### config.mk
export PLATFORM = sky130hd
export DESIGN_NAME = tkc_frame_core
export DESIGN_NICKNAME = d
export VERILOG_FILES = /design/src/rtl/tkc_pkg.sv /design/src/rtl/tkc_frame_core.sv
export SDC_FILE = /design/constraint.sdc
export NUM_CORES = 1
export LEC_CHECK = 0
export ABC_AREA = 1
export ABC_CLOCK_PERIOD_IN_PS = 2050
export BUFFER_PORTS_ARGS = -buffer_cell sky130_fd_sc_hd__buf_2
export CAP_MARGIN = 20
export CELL_PAD_IN_SITES_DETAIL_PLACEMENT = 1
export CELL_PAD_IN_SITES_GLOBAL_PLACEMENT = 1
export CORE_MARGIN = 2
export CORE_UTILIZATION = 30
export CTS_CLUSTER_SIZE = 12
export DETAILED_ROUTE_END_ITERATION = 10
export PLACE_DENSITY = 0.71
export SLEW_MARGIN = 0
export SYNTH_ARGS = -nofsm -noshare
export SYNTH_HDL_FRONTEND = slang
export SYNTH_SLANG_ARGS = --single-unit
### constraint.sdc
create_clock -name clk -period 2.05 [get_ports clk]
set_input_delay 0.5125 -clock clk [delete_from_list [all_inputs] [get_ports clk]]
set_output_delay 0.5125 -clock clk [all_outputs]
set_load 0.01 [all_outputs]
### src/rtl/tkc_pkg.sv
package tkc_pkg;

    localparam int unsigned BYTE_W    = 8;
    localparam int unsigned CRC_W     = 16;
    localparam int unsigned KEY_W     = 24;
    localparam int unsigned POS_W     = 3;

    localparam logic [CRC_W-1:0]  CRC_POLY   = 16'h1021;
    localparam logic [CRC_W-1:0]  CRC_TOPBIT = 16'h8000;
    localparam logic [BYTE_W-1:0] HDR_BYTE0  = 8'd6;
    localparam logic [BYTE_W-1:0] HDR_BYTE1  = 8'd3;

    // frame slot codes
    localparam logic [POS_W-1:0] SLOT_HDR0   = 3'd0;
    localparam logic [POS_W-1:0] SLOT_HDR1   = 3'd1;
    localparam logic [POS_W-1:0] SLOT_KEY0   = 3'd2;
    localparam logic [POS_W-1:0] SLOT_KEY1   = 3'd3;
    localparam logic [POS_W-1:0] SLOT_KEY2   = 3'd4;
    localparam logic [POS_W-1:0] SLOT_CRC_LO = 3'd5;
    localparam logic [POS_W-1:0] SLOT_CRC_HI = 3'd6;

    typedef struct packed {
        logic [BYTE_W-1:0] rx_byte;
        logic              frame_start;
    } rx_req_t;

    typedef struct packed {
        logic [KEY_W-1:0] key_value;
        logic             crc_ok;
    } frame_res_t;

    // CRC-16, polynomial 0x1021, MSB first, one byte folded in
    function automatic logic [CRC_W-1:0] crc_feed(input logic [CRC_W-1:0]  crc,
                                                 input logic [BYTE_W-1:0] data);
        logic [CRC_W-1:0] c;
        c = crc ^ {data, {(CRC_W-BYTE_W){1'b0}}};
        for (int k = 0; k < BYTE_W; k++)
        begin
            if ((c & CRC_TOPBIT) != '0)
            begin
                c = {c[CRC_W-2:0], 1'b0} ^ CRC_POLY;
            end
            else
            begin
                c = {c[CRC_W-2:0], 1'b0};
            end
        end
        return c;
    endfunction

endpackage

### src/rtl/tkc_frame_core.sv
module tkc_frame_core (
    input  logic                clk,
    input  logic                rst_n,
    input  tkc_pkg::rx_req_t    req,
    input  logic                fire,
    output logic                last_slot,
    output tkc_pkg::frame_res_t res
);

    logic [tkc_pkg::POS_W-1:0]  pos_reg,  pos_next;
    logic [tkc_pkg::CRC_W-1:0]  crc_reg,  crc_next;
    logic [tkc_pkg::KEY_W-1:0]  key_reg,  key_next;
    logic [tkc_pkg::BYTE_W-1:0] low_reg,  low_next;
    logic [tkc_pkg::POS_W-1:0]  slot;
    logic [tkc_pkg::CRC_W-1:0]  crc_fed;

    // pick the slot: restart forces slot 0, an unused position too
    always_comb
    begin
        if (req.frame_start || pos_reg > tkc_pkg::SLOT_CRC_HI)
        begin
            slot = tkc_pkg::SLOT_HDR0;
        end
        else
        begin
            slot = pos_reg;
        end
    end

    assign crc_fed   = tkc_pkg::crc_feed(crc_reg, req.rx_byte);
    assign last_slot = (slot == tkc_pkg::SLOT_CRC_HI);

    assign res.key_value = key_reg;
    assign res.crc_ok    = ({req.rx_byte, low_reg} == crc_reg);

    // advance the frame state for this byte
    always_comb
    begin
        crc_next = crc_reg;
        key_next = key_reg;
        low_next = low_reg;
        pos_next = last_slot ? tkc_pkg::SLOT_HDR0 : slot + 3'd1;
        case (slot)
            tkc_pkg::SLOT_HDR0:
            begin
                crc_next = tkc_pkg::crc_feed('0, tkc_pkg::HDR_BYTE0);
                key_next = '0;
                low_next = '0;
            end
            tkc_pkg::SLOT_HDR1:
            begin
                crc_next = tkc_pkg::crc_feed(crc_reg, tkc_pkg::HDR_BYTE1);
            end
            tkc_pkg::SLOT_KEY0:
            begin
                crc_next      = crc_fed;
                key_next[7:0] = req.rx_byte;
            end
            tkc_pkg::SLOT_KEY1:
            begin
                crc_next       = crc_fed;
                key_next[15:8] = req.rx_byte;
            end
            tkc_pkg::SLOT_KEY2:
            begin
                crc_next        = crc_fed;
                key_next[23:16] = req.rx_byte;
            end
            tkc_pkg::SLOT_CRC_LO:
            begin
                low_next = req.rx_byte;
            end
            default:
            begin
                // closing byte: result only, state wraps
            end
        endcase
    end

    // hold the frame state
    always_ff @(posedge clk or negedge rst_n)
    begin
        if (!rst_n)
        begin
            pos_reg <= '0;
            crc_reg <= '0;
            key_reg <= '0;
            low_reg <= '0;
        end
        else if (fire)
        begin
            pos_reg <= pos_next;
            crc_reg <= crc_next;
            key_reg <= key_next;
            low_reg <= low_next;
        end
    end

endmodule

# Yosys cells after proc, flatten, opt, wreduce, memory -nomap -nowiden
# Index checks and enable logic that the tools add are counted.
op_classes:
  eq_ne: 7
  reduce_logical: 13
  addsub: 1
  magnitude_cmp: 1
  n_mux: 30
  n_bitwise: 18
ops:
  columns: ["op", "count"]
  rows:
  - ["$mux W13", 16]
  - ["$mux W16", 7]
  - ["$pmux W8 S2", 4]
  - ["$not A3 Y3", 16]
  - ["$pmux W16 S3", 1]
  - ["$eq A16 B16 Y1", 1]
  - ["$xor A16 B16 Y16", 1]
  - ["$reduce_and A2 Y1", 5]
  - ["$eq A3 B3 Y1 const B", 3]
  - ["$reduce_bool A2 Y1", 4]
  - ["$eq A3 B2 Y1 const B", 2]
  - ["$mux W3", 2]
  - ["$add A3 B1 Y3 const B", 1]
  - ["$eq A3 B1 Y1 const B", 1]
  - ["$gt A3 B3 Y1 const B", 1]
  - ["$logic_not A3 Y1", 1]
  - ["$reduce_bool A3 Y1", 1]
  - ["$reduce_or A3 Y1", 1]
  - ["$not A2 Y2", 1]
  - ["$logic_or A1 B1 Y1", 1]
word_totals:
  register_bits: 51

# Longest topological paths before layout
logic_depth:
  ltp_word: 26
  ltp_mapped: 10

# Least setup slack after synthesis
# OpenSTA, ideal clock, no wires.
synth_timing:
  kind: "input-to-output"
  startpoint: "in req[8] (netlist name)"
  endpoint: "out res[0] (netlist name)"
  setup_slack_ns: 0.334
  path_buffers: 0
  required_time_ns: 1.537
  stages: 7
  t_arrival_ns: 1.204
  path_cell_list: "inv_1 > nand2_1 > nand2_1 > nand3_1 > nor2_1 > nand2_1 > nor2_1"
synth_rtl:
  columns: ["item", "line", "rtl"]
  rows:
  - ["start, declared", "tkc_frame_core.sv:4", "input tkc_pkg::rx_req_t req,"]
  - ["end, declared", "tkc_frame_core.sv:7", "output tkc_pkg::frame_res_t res"]

==> impl_metrics.csv <==
group,metric,value,unit
run_status,status,"finished, final reports clean",
setup_path,crit_required,1.54,ns
timing,finalSetupViolCount,0,
worst_hold_path,min_path_type,"in -> async",
timing,hold_viol_final,0,
final_layout,antennaDiodeCount,0,
clock_tree,numCtsBuffers,5,
final_layout,layout_common_cells,"nand2_1 (115), dfrtp_1 (46), nand3_1 (44), nor2_1 (44), o21ai_0 (44)",
yosys,syn_inst,408,
route,drt_iter0_drc,92,
timing,rsz0062_at_grt,"yes",
yosys,yosysWarnings,0,
floorplanning,die_y,103,µm
timing,relSlewSlack,0.675,
run,max-cap-violations,0,
route,drt_wl_total,9630,µm
timing,period_needed,2.04,ns
timing,finClkSkew,0.0116,ns
floorplanning,die_width,103,µm
pwr,p_total,3140,µW
global_routing,grt_first_pass_wirelength,15200,µm
timing,fin_crit_sh,0.996,
final_layout,fill_cells,1267,
yosys,synth.avg_cell_area,7.19,µm²
timing,worstMarginPinSlew,0.487,ns
global_routing,grt_overflow_total,0,
final_layout,final_common_cell,"nand2_1",
floorplanning,rows,36,
floorplanning,coreArea,9640,µm²
pwr,ir_drop,0.342,mV
setup_path,crit_arrival,1.53,ns
global_routing,antenna_found_initial,0,
clock_tree,cts_buffer_depth,2,
setup_path,end_kind,"output port",
route,drcViolationCount,0,
placed_design,port_buffers,37,
final_layout,finalNetCount,498,
route,dr.pass1.iters,4,
floorplanning,ios,38,
clock_tree,root_buffer,"clkbuf_8",
global_routing,grt_pass1_vias,2969,
timing,fmax,0.490,GHz
timing,drv_slew,0,
setup_path,start_kind,"flop",
final_layout,area_growth,25.4,%
final_layout,largest_register_ffs,24,
yosys,synthDistinctLibCells,27,
clock_tree,htreeDepth,2,
setup_path,critPathMaxFanout,4,
clock_tree,holdBufCountCts,0,
route,ant_nets,0,
global_routing,grt_max_degree,33,
clock_tree,numClockSinks,51,
route,num_vias,3012,
pwr,static-leakage-power,0.00195,µW
clock_tree,clk_pin_slew,0.12,ns
placed_design,dp_hpwl,7160,µm
setup_path,crit_type,"reg -> out",
global_routing,grtUsageTotal,0.189,
yosys,netlist_area,2930,µm²
final_layout,drive_gt1_frac,0.247,
clock_tree,cts_tree,"done",
placed_design,gp_congestion,0.844,
yosys,ys_ff_latch,51,
route,vias_per_cell,4.87,
clock_tree,clk_latency,0.32,ns
setup_path,r2r_slack,0.21,ns
route,wl_per_cell,15.6,µm
yosys,ys_seq_area_frac,0.435,
final_layout,fin_util,0.382,
floorplanning,die-area,10600,µm²
yosys,synthesis.nets,421,
floorplanning,start_util,0.304,
pwr,p_per_area,854,nW/µm²
setup_path,rr_worst_depth,9,
## power by group
part / internal (µW) / switching, µW / leakage [µW]
combinational: 481 / 745 / 0.00123
sequential: 1120 / 136 / 0.000666
clock: 255 / 407 / 0.0000502
## layout make-up
type,count,area [µm²],area share
timing repair buffer,82,539,0.147
sequential,51,1280,0.349
inverter,47,176,0.0480
clock buffer,5,68.8,0.0187
tap,133,166,0.0452
multi-input combinational,298,1420,0.385
clock inverter,3,28.8,0.00782
## logic make-up after synthesis
kind of cell,after synthesis,synth area share
buffers and inverters,59,0.0917
flip-flops,51,0.435
AO/OA/AOI/OAI,64,0.118
XOR/XNOR,11,0.0328
AND/OR/NAND/NOR,222,0.318
adder cells (fa/ha/maj),1,0.00427
## through the flow
stage | area, µm² | instances | TNS [ns] | setup slack, ns | hold slack, ns
after floorplan | 2930 | 408 | 0 | 0.334 | 0.217
after global placement | 3410 | 593 | 0 | 0.125 | 0.462
after detailed placement | 3410 | 593 | 0 | 0.0929 | 0.467
after CTS | 3580 | 608 | -0.0137 | -0.0137 | 0.146
after global routing | 3680 | 619 | -0.189 | -0.119 | 0.161
final | 3680 | 619 | 0 | 0.00807 | 0.128
## Yosys cell counts, drive strengths merged
| library cell | instances | area share |
|---|---|---|
| nand4 | 4 | 0.0085 |
| nor4 | 1 | 0.0021 |
| buf | 10 | 0.029 |
| o22ai | 6 | 0.013 |
| ha | 1 | 0.0043 |
| clkbuf | 2 | 0.0026 |
| nand3 | 47 | 0.084 |
| nor2 | 45 | 0.058 |
| nor3 | 2 | 0.0034 |
| o21ai | 47 | 0.080 |
| inv | 47 | 0.060 |
| a21oi | 7 | 0.015 |
| xnor2 | 1 | 0.0030 |
| a31oi | 3 | 0.0064 |
| xor2 | 10 | 0.030 |
| or2 | 1 | 0.0021 |
| o211ai | 1 | 0.0043 |
| dfrtp | 51 | 0.44 |
| nand2 | 122 | 0.16 |
## timing repair
action                                  4_1_cts  5_1_grt
endpoints found under the setup margin        1        2
buffers inserted                              7       11
pin swaps                                     1        1
resized for setup                            11        8
## metal layers
| metal | global-route usage | vias to the layer above | share of wire |
|---|---|---|---|
| li1 | - | 1464 | - |
| met2 | 0.322 | 85 | 0.46 |
| met5 | 0 | - | 0 |
| met3 | 0.0292 | 17 | 0.052 |
| met1 | 0.243 | 1446 | 0.46 |
| met4 | 0.0688 | 0 | 0.027 |
## critical path, cell delays in order, from the launching register on
cell and delay (ns):
dfrtp_1 0.47, xor2_1 0.20, nor3_2 0.22, nand2_1 0.08
nor2_1 0.10, buf_2 0.14
## path summary, 6_finish.rpt
kind,end,startpoint
worst max-delay path,res[0],crc_reg[1]$_DFFE_PN0P_
worst min-delay path,key_reg[9]$_DFFE_PN0P_,rst_n
worst max register to register,crc_reg[8]$_DFFE_PN0P_,pos_reg[1]$_DFFE_PN0P_
worst min register to register,key_reg[17]$_DFFE_PN0P_,key_reg[17]$_DFFE_PN0P_
max in group asynchronous,crc_reg[13]$_DFFE_PN0P_,rst_n
min in group clk,key_reg[17]$_DFFE_PN0P_,key_reg[17]$_DFFE_PN0P_
(Power assumes the default switching activity.)
